<file path="config.mk">
export PLATFORM = sky130hd
export DESIGN_NAME = arx_cfg
export DESIGN_NICKNAME = d
export VERILOG_FILES = /design/src/rtl/assert_macros.svh /design/src/rtl/arx_pkg.sv /design/src/rtl/arx_cfg.sv
export SDC_FILE = /design/constraint.sdc
export NUM_CORES = 1
export LEC_CHECK = 0
export BUFFER_PORTS_ARGS = -buffer_cell sky130_fd_sc_hd__buf_4
export CAP_MARGIN = 20
export CELL_PAD_IN_SITES_DETAIL_PLACEMENT = 0
export CELL_PAD_IN_SITES_GLOBAL_PLACEMENT = 1
export CORE_AREA = 4 4 165 127
export CTS_CLUSTER_SIZE = 8
export DETAILED_ROUTE_END_ITERATION = 8
export DIE_AREA = 0 0 169 131
export GPL_ROUTABILITY_DRIVEN = 0
export PLACE_DENSITY_LB_ADDON = 0.25
export RECOVER_POWER = 100
export SYNTH_ARGS = -nofsm -noshare
export SYNTH_HDL_FRONTEND = slang
export SYNTH_SLANG_ARGS = --single-unit
export TNS_END_PERCENT = 100
</file>
<file path="constraint.sdc">
create_clock -name aclk -period 1.9 [get_ports aclk]
set_input_delay 0.285 -clock aclk [delete_from_list [all_inputs] [get_ports aclk]]
set_output_delay 0.285 -clock aclk [all_outputs]
set_load 0.01 [all_outputs]
</file>
<file path="src/rtl/assert_macros.svh">
// Assertion macros for the ARX model step block.
`ifndef ASSERT_MACROS_SVH
`define ASSERT_MACROS_SVH
`ifndef NO_ASSERTIONS
// Concurrent check, disabled while reset is held.
`define ARX_ASSERT(lbl, clk, rstn, prop, msg) \
    lbl: assert property (@(posedge clk) disable iff (!rstn) prop) else $error(msg);
// Concurrent check, live through reset.
`define ARX_ASSERT_NORST(lbl, clk, prop, msg) \
    lbl: assert property (@(posedge clk) prop) else $error(msg);
`else
`define ARX_ASSERT(lbl, clk, rstn, prop, msg)
`define ARX_ASSERT_NORST(lbl, clk, prop, msg)
`endif
`endif

</file>
<file path="src/rtl/arx_pkg.sv">
// Shared types, constants and helpers for the ARX model step block.
`default_nettype none
package arx_pkg;

    localparam int COEF_W      = 16;
    localparam int COEF_FRAC   = 14;
    localparam int COEF_SLOTS  = 4;
    localparam int CFG_DATA_W  = 64;
    localparam int CFG_IDX_W   = 3;
    localparam int DELAY_W     = 5;
    localparam int CLAMP_EN_W  = 2;
    localparam int CLAMP_Y_BIT = 0;
    localparam int CLAMP_U_BIT = 1;

    typedef enum logic [CFG_IDX_W-1:0] {
        REG_A_COEFFS  = 3'd0,
        REG_B_COEFFS  = 3'd1,
        REG_DELAY     = 3'd2,
        REG_Y_TOP     = 3'd3,
        REG_Y_BOTTOM  = 3'd4,
        REG_U_TOP     = 3'd5,
        REG_U_BOTTOM  = 3'd6,
        REG_CLAMP_EN  = 3'd7
    } cfg_reg_t;

    // Width-independent part of the configuration
    typedef struct packed {
        logic [CFG_DATA_W-1:0] a_coeffs;
        logic [CFG_DATA_W-1:0] b_coeffs;
        logic [DELAY_W-1:0]    delay;
        logic [CLAMP_EN_W-1:0] clamp_enables;
    } cfg_ctrl_t;

    // Tap idx of a packed coefficient word; taps past the fourth read as zero
    function automatic logic signed [COEF_W-1:0] coef_tap(
        input logic [CFG_DATA_W-1:0] pk,
        input int unsigned           idx
    );
        logic signed [COEF_W-1:0] c;
        c = '0;
        if (idx < COEF_SLOTS) begin
            c = signed'(pk[COEF_W*idx +: COEF_W]);
        end
        return c;
    endfunction

endpackage
`default_nettype wire

</file>
<file path="src/rtl/arx_cfg.sv">
// Configuration register file for the ARX model step block.
`default_nettype none
module arx_cfg
    import arx_pkg::*;
#(
    parameter int SAMPLE_WIDTH = 16
) (
    input  logic                           aclk,
    input  logic                           aresetn,
    input  logic                           cfg_we,
    input  logic [CFG_IDX_W-1:0]           cfg_index,
    input  logic [CFG_DATA_W-1:0]          cfg_wdata,
    output cfg_ctrl_t                      ctrl,
    output logic signed [SAMPLE_WIDTH-1:0] y_top,
    output logic signed [SAMPLE_WIDTH-1:0] y_bottom,
    output logic signed [SAMPLE_WIDTH-1:0] u_top,
    output logic signed [SAMPLE_WIDTH-1:0] u_bottom
);

    localparam logic [SAMPLE_WIDTH-1:0] SMAX = {1'b0, {(SAMPLE_WIDTH-1){1'b1}}};
    localparam logic [SAMPLE_WIDTH-1:0] SMIN = {1'b1, {(SAMPLE_WIDTH-1){1'b0}}};

    cfg_ctrl_t                      ctrl_reg;
    logic signed [SAMPLE_WIDTH-1:0] y_top_reg;
    logic signed [SAMPLE_WIDTH-1:0] y_bottom_reg;
    logic signed [SAMPLE_WIDTH-1:0] u_top_reg;
    logic signed [SAMPLE_WIDTH-1:0] u_bottom_reg;

    always_ff @(posedge aclk) begin
        if (!aresetn) begin
            ctrl_reg.a_coeffs      <= '0;
            ctrl_reg.b_coeffs      <= '0;
            ctrl_reg.delay         <= DELAY_W'(1);
            ctrl_reg.clamp_enables <= '0;
            y_top_reg              <= SMAX;
            y_bottom_reg           <= SMIN;
            u_top_reg              <= SMAX;
            u_bottom_reg           <= SMIN;
        end else if (cfg_we) begin
            case (cfg_reg_t'(cfg_index))
                REG_A_COEFFS: ctrl_reg.a_coeffs      <= cfg_wdata;
                REG_B_COEFFS: ctrl_reg.b_coeffs      <= cfg_wdata;
                REG_DELAY:    ctrl_reg.delay         <= cfg_wdata[DELAY_W-1:0];
                REG_Y_TOP:    y_top_reg              <= signed'(cfg_wdata[SAMPLE_WIDTH-1:0]);
                REG_Y_BOTTOM: y_bottom_reg           <= signed'(cfg_wdata[SAMPLE_WIDTH-1:0]);
                REG_U_TOP:    u_top_reg              <= signed'(cfg_wdata[SAMPLE_WIDTH-1:0]);
                REG_U_BOTTOM: u_bottom_reg           <= signed'(cfg_wdata[SAMPLE_WIDTH-1:0]);
                REG_CLAMP_EN: ctrl_reg.clamp_enables <= cfg_wdata[CLAMP_EN_W-1:0];
                default: ;
            endcase
        end
    end

    assign ctrl     = ctrl_reg;
    assign y_top    = y_top_reg;
    assign y_bottom = y_bottom_reg;
    assign u_top    = u_top_reg;
    assign u_bottom = u_bottom_reg;

endmodule
`default_nettype wire

</file>
# Word level (Yosys, flattened, before mapping)
# Index checks and enable logic that the tools add are counted.
[word_totals] ff_bits=199 input_bits=70 output_inout_bits=199 elab_cells=24
[classes] eq_ne=7 reduce_logical=9
[ops] cell="AND reduction 2 bit" count=8
[ops] cell="== test 3 bit, second input constant" count=4
[ops] cell="== test 3 x 2 -> 1 bit, second input constant" count=2
[ops] cell="== test 3 x 1 -> 1 bit, second input constant" count=1
[ops] cell="logical NOT 3 bit" count=1

# Depth between registers and ports, before layout
# Gate-level depths: netlist of the first run.
[depth] word_depth=2 mapped_depth=5 ltp_nobuf=2

# Least setup slack after synthesis of the first run
# No wires, ideal clock.
[synth_timing] path_kind="input to register" from="input port cfg_index[0]" to="register ctrl_reg, in the netlist ctrl[72]" setup_time_ns=0.072 t_arrival_ns=1.077 t_required_ns=1.828 slack_ns=0.752 cell_stages=4 path_buffers=2 path_cell_list="nor4b_4 > buf_12 > buf_12 > mux2i_1"
[synth_between] elab_chain_len=2
[synth_lines] element="start: declaration" line="arx_cfg.sv:11" source="input logic [CFG_IDX_W-1:0] cfg_index,"
[synth_lines] element="logical NOT 3 bit" line="arx_cfg.sv:40" source="case (cfg_reg_t'(cfg_index))"
[synth_lines] element="AND reduction 2 bit (no line)"
[synth_lines] element="end: declaration" line="arx_cfg.sv:23" source="cfg_ctrl_t ctrl_reg;"
# No other way between the ends.
# A chain may end at the register's enable or synchronous reset.

# Worst setup path after layout of the first run
[layout_timing] from="input port cfg_index[0]" to="register y_bottom_reg[6], in the netlist y_bottom[6]"
[layout_between] elab_chain_len=2
[layout_lines] element="== test 3 bit" line="arx_cfg.sv:40"
[layout_lines] element="AND reduction 2 bit (no line)"
[layout_lines] element="end signal: assignment" line="arx_cfg.sv:45" source="REG_Y_BOTTOM: y_bottom_reg <= signed'(cfg_wdata[SAMPLE_WIDTH-1:0]);"
[layout_lines] element="end: declaration" line="arx_cfg.sv:25" source="logic signed [SAMPLE_WIDTH-1:0] y_bottom_reg;"
# No other way between the ends.

==> results of run 1 <==
[tightest hold or removal path: cells and delay by family]
kind,cells,cell delay (ns)
muxes,1,0.11
buffers and inverters,1,0.07
and+or+nand+nor,1,0.05
[layout make-up]
type                       instances  area, sq um  share of cell area [%]
clock buffer                      19          453                    4.69
clock inverter                    13          164                    1.70
multi-input combinational        486         3270                    33.8
sequential                       199         3980                    41.2
tap                              253          317                    3.28
timing repair buffer             284         1480                    15.3
[routing by layer]
| metal | vias to the layer above | track usage, % | routed length [microns] |
|---|---|---|---|
| met5 | - | 0 | 0 |
| met4 | 0 | 5.63 | 262 |
| met3 | 19 | 6.95 | 1660 |
| met2 | 153 | 27.6 | 9040 |
| met1 | 2670 | 22.1 | 9090 |
| li1 | 2924 | - | - |
[cell usage in the layout, fill, tap and decap left out, drive strengths merged]
cell,count
nand2,230
clkbuf,221
mux2i,199
dfxtp,199
buf,82
nor2b,49
clkinv,5
inv,4
nand4bb,3
nand4b,2
bufinv,2
clkinvlp,2
nor4b,1
nand4,1
and4b,1
[cell families (layout without fill, tap and decap cells)]
kind of cell / Yosys count / count (layout)
multiplexers: 199 / 199
buffers and inverters: 54 / 316
AND/OR/NAND/NOR: 287 / 287
flip-flops: 199 / 199
[where the power goes]
part	total [uW]	switching, uW	leakage, uW	internal [uW]
clock	3760	1700	0.000297	2060
combinational	643	365	0.00234	278
sequential	4310	48.4	0.00161	4260
[path summary, 6_finish.rpt]
| path | to | depth (start not counted) | start |
|---|---|---|---|
| setup / recovery | y_bottom[6] | 4 | cfg_index[0] |
| hold / removal | ctrl[66] | 3 | cfg_wdata[59] |
| setup reg to reg | u_top[12] | 2 | u_top[12] |
| hold reg to reg | ctrl[76] | 2 | ctrl[76] |
[stage by stage]
stage | area (sq um) | total power, uW | worst slack [ns]
after CTS | 10400 | 8900 | 0.654
after global routing | 9660 | 9040 | 0.355
after floorplan | 7680 | 4780 | 0.752
final | 9660 | 8710 | 0.423
after global placement | 9810 | 5130 | 0.365
after detailed placement | 9810 | 5130 | 0.345
==> results.toml, run 1 <==
[status]
status = "finished clean"

[clock_tree]
post_cts_buffers = 0
htreeDepth = 4
cts.sinks = 199
clock_path_buffers = 2
cts_buffers = 17
cts_hold_buf = 0
postCtsResizedCells = 0
cts-root-buf = "clkbuf_16"
clock_latency_ns = 0.43
clk_pin_slew_ns = 0.08
cts_tree = "done"

[synth]
synth_top_area_cell = "dfxtp_1"
async_flop_share_pct = 0
synth-simple-area-share_pct = 16.4
synth.yosys.seq_area_share_pct = 51.9
synthAdderAreaFrac_pct = 0
syn_area_sq_mm = 0.00768
syn_avg_cell_area_sq_um = 10.4
synth_top_family_by_area = "multiplexers"
synth_xor_area_share_pct = 0
synth_compound_area_share_pct = 0
synth_top_area_share_pct = 51.9
synth.area.mux_share_pct = 25.9
synth_seq_cells = 199
synth_area_leaders = "dfxtp_1 52%, mux2i_1 26%, nand2_1 11%"
syn_inst = 739
yosysWarnings = 0
syn_nets = 809
synth_edf_count = 0
synthFlopType = "dfxtp_1"
synthTopCellsByCount = "230 x nand2_1, 199 x dfxtp_1, 199 x mux2i_1"
synth_most_common_cell = "nand2_1"
synth_cell_type_count = 15

[layout]
final_core_util_pct = 50.3
syn2layout_area_growth_pct = 25.8
nNetsFinal = 1058
diodes = 0
num-fill-cells = 1927
largest_reg_flops = 135
stdcell_count = 1254
drive_above_1_share_pct = 11.7

[sta]
clock-skew-final_ns = 0
period_needed_ns = 1.48
slew_viol_final = 0
fmax_mhz = 677
holdWs_ns = 0.121
hold_viol = 0
rsz0062_at_grt = "no"
worst_slew_pin_slew_ns = 1.31
maxSlewHeadroom_pct = 12.4
setup_viol = 0
finalCritPeriodShare_pct = 77.7
finalSetupTns_ns = 0

[worst_setup_path]
critical_path_class = "input pin to flop"
r2r_slack_ns = 1.23
worstPathCellList = "buf_4, nand4bb_1, clkbuf_1, mux2i_1"
path_delay_family = "buffers and inverters"
critPathSlowestCell = "clkbuf_1"
cp.required_ns = 2.24
cp_num_buf_inv = 2
cpPeakStageDelay_ns = 0.97
endpoint_kind = "flop"
arrival_ns = 1.82
cp-start-kind = "input pin"
crit_fanout = 16

[drt]
detail-route-antenna-nets = 0
dr.first_iter.drc_count = 288
firstDrtPassIters = 4
vias_per_cell = 4.60
routed_wl_microns = 20100
vias = 5766
route.detailed.drc = 0
wire_per_inst_microns = 16.0

[global_routing]
grt_pass1_wl_microns = 30600
antenna_found_initial = 0
grt_use_total_pct = 17.5
grt_start_max_net_pins = 82
grt_pass1_vias = 5667
overflow = 0

[worst_hold_path]
hold_path_class = "input pin to flop"

[placed_design]
port_buffers = 268
dp.cells = 1222
dp_hpwl_microns = 14600

[floorplanning]
die_area_sq_mm = 0.0221
io_pins = 269
fp.dieH_microns = 131
initial_core_util_pct = 40.0
core-area_sq_mm = 0.0192
num_rows = 44
die_x_microns = 169

[run]
maxCapViolations = 0

[power_and_ir_drop]
vdd_ir_drop_max_uv = 415
powerDensity_mw_per_mm2 = 902
power.static_leakage_uw = 0.00425
No activity file was read; power rests on OpenSTA's default activity.
==> run 2: changes to the inputs <==
--- a/config.mk
+++ b/config.mk
@@ -5,14 +5,15 @@
 export SDC_FILE = /design/constraint.sdc
 export NUM_CORES = 1
 export LEC_CHECK = 0
+export ABC_AREA = 1
 export BUFFER_PORTS_ARGS = -buffer_cell sky130_fd_sc_hd__buf_4
 export CAP_MARGIN = 20
 export CELL_PAD_IN_SITES_DETAIL_PLACEMENT = 0
 export CELL_PAD_IN_SITES_GLOBAL_PLACEMENT = 1
-export CORE_AREA = 4 4 165 127
+export CORE_AREA = 4 4 190 146
 export CTS_CLUSTER_SIZE = 8
 export DETAILED_ROUTE_END_ITERATION = 8
-export DIE_AREA = 0 0 169 131
+export DIE_AREA = 0 0 194 150
 export GPL_ROUTABILITY_DRIVEN = 0
 export PLACE_DENSITY_LB_ADDON = 0.25
 export RECOVER_POWER = 100
==> constraint.sdc (replaced) <==
create_clock -name aclk -period 1.25 [get_ports aclk]
set_input_delay 0.1875 -clock aclk [delete_from_list [all_inputs] [get_ports aclk]]
set_output_delay 0.1875 -clock aclk [all_outputs]
set_load 0.01 [all_outputs]
==> run 2 against run 1 <==
  * Worst hold slack got worse by 0.090 ns
  * First-iteration DRC count rose by 35%
  * Clock power rose by 57%
  * Register-to-register slack got worse by 0.58 ns
  * Critical path type is now flop to output port
  * Routed wire length rose by 37%
  * Cell area rose by 6.9%
  * Global-route usage rose by 1.0 points
  * Sequential share of layout area fell by 2.7 points
  * Largest power group unchanged
  * Utilization fell by 10 points
  * Combinational power rose to 2.5 times the previous value
  * Non-clock buffer count rose by 25
  * Die area rose by 31%
==> results.toml, run 2 <==
[synth]
synth_top_area_share_pct = 50.6
async_flop_share_pct = 0
syn_inst = 1127
synth.yosys.seq_area_share_pct = 50.6
synth_seq_cells = 199
synthTopCellsByCount = "335 x nor2_1, 240 x nand2_1, 199 x dfxtp_1"
synthFlopType = "dfxtp_1"
synth_cell_type_count = 16
synth_top_area_cell = "dfxtp_1"
synth_area_leaders = "dfxtp_1 51%, nor2_1 16%, nand3_1 13%"
synth_most_common_cell = "nor2_1"
synth_edf_count = 0
syn_avg_cell_area_sq_um = 6.99
yosysWarnings = 0
syn_area_sq_mm = 0.00787
syn_nets = 1197

[status]
status = "finished clean"

[clock_tree]
cts_tree = "done"
clock_path_buffers = 2
cts.sinks = 199
cts-root-buf = "clkbuf_16"
clk_pin_slew_ns = 0.09
post_cts_buffers = 0
clock_latency_ns = 0.43
htreeDepth = 4
cts_buffers = 17

[worst_setup_path]
cpPeakStageDelay_ns = 0.33
cp-start-kind = "flop"
crit_cells = 1
crit_fanout = 2
endpoint_kind = "output port"
cp.required_ns = 1.06
critPathSlowestCell = "dfxtp_1"
path_delay_family = "flip-flops"
arrival_ns = 0.99
rr_worst_depth = 2
worstPathCellList = "clkbuf_1"
critical_path_class = "flop to output port"
cp_num_buf_inv = 1

[layout]
syn2layout_area_growth_pct = 31.2
final_cell_mix = "339 x nor2_1, 240 x nand2_1, 199 x dfxtp_1, 197 x nand3_1, 187 x clkbuf_1"
largest_reg_flops = 135
nNetsFinal = 1451
stdcell_area_sq_mm = 0.0103
diodes = 0
layout_commonest_cell = "nor2_1"
drive_above_1_share_pct = 10.5
final_core_util_pct = 40.1

[worst_hold_path]
hold_path_class = "input pin to flop"
worstHoldPathCells = 3

[floorplanning]
core-area_sq_mm = 0.0258
die_area_sq_mm = 0.0291
fp.dieH_microns = 150
die_x_microns = 194
initial_core_util_pct = 30.5
num_rows = 51
io_pins = 269

[drt]
detail-route-antenna-nets = 0
vias_per_cell = 4.45
met1_length_microns = 12900
wl_met2_microns = 12500
wire_per_inst_microns = 15.8
firstDrtPassIters = 5
routed_wl_microns = 27400
vias = 7742
route.detailed.drc = 0
dr.max_layer_used = "met4"
dr.first_iter.drc_count = 388
wl_met3_microns = 1640

[sta]
clock-skew-final_ns = 0
finalWorstSetupSlack_ns = 0.0740
rsz0062_at_grt = "no"
maxSlewHeadroom_pct = 50.6
hold_viol = 0
fmax_mhz = 850
finalCritPeriodShare_pct = 94.1
period_needed_ns = 1.18
setup_viol = 0
finalSetupTns_ns = 0
worst_slew_pin_slew_ns = 0.740
slew_viol_final = 0

[placed_design]
postPlaceCellArea_sq_mm = 0.0104
dp_hpwl_microns = 18500
place_ws_ns = 0.00586
port_buffers = 268

[power_and_ir_drop]
power.static_leakage_uw = 0.00456
powerDensity_mw_per_mm2 = 1370
vdd_ir_drop_max_uv = 943

[global_routing]
antenna_found_initial = 0
grt_pass1_vias = 7496
overflow = 0
grt_use_total_pct = 18.5
grt_start_max_net_pins = 71
grt_pass1_wl_microns = 42500

[run]
maxCapViolations = 0
run 2: final timing paths:
path	from	to	slack (ns)
worst max-delay path	ctrl[61]	ctrl[61]	0.07
worst min-delay path	aresetn	ctrl[97]	0.03
worst max register to register	u_bottom[6]	u_bottom[6]	0.65
worst min register to register	y_top[2]	y_top[2]	0.46
run 2: metrics by stage:
step	std cells	total power (uW)	hold WS, ns
6_report	1738	14200	0.0310
5_1_grt	1738	14800	0.0307
4_1_cts	1738	14600	0.00658
3_5_place_dp	1690	8630	0.424
3_3_place_gp	1690	8620	0.420
2_1_floorplan	1127	7710	0.301
run 2: power breakdown:
group | total [uW] | leakage (uW) | switching, uW | internal (uW)
Clock | 5900 | 0.000300 | 2680 | 3220
Combinational | 1620 | 0.00265 | 1020 | 601
Sequential | 6680 | 0.00162 | 119 | 6560
run 2: metal layers:
metal | up-vias | GRT usage (%)
met5 | - | 0
met4 | 0 | 5.17
met3 | 22 | 5.27
met2 | 175 | 29.2
met1 | 3557 | 24.9
li1 | 3988 | -
run 2: cells by family after synthesis:
group                  Yosys count  share of synthesized area, %
and+or+nand+nor                782                          41.1
DFF                            199                          50.6
buffers and inverters          144                          8.17
AOI/OAI and AO/OA                2                         0.127
run 2: timing repair:
| item | in CTS | in global routing |
|---|---|---|
| hold buffers | 16 | 0 |
| endpoints found under the hold margin | 33 | 0 |
| gates resized for setup | 0 | 0 |
run 2: layout make-up:
type / instances / area, sq um
Tap cell: 344 / 430
Clock buffer: 18 / 429
Sequential cell: 199 / 3980
Fill cell: 2921 / 15500
Multi-Input combinational cell: 784 / 3230
Inverter: 70 / 263
Clock inverter: 14 / 190
Timing Repair Buffer: 309 / 1810
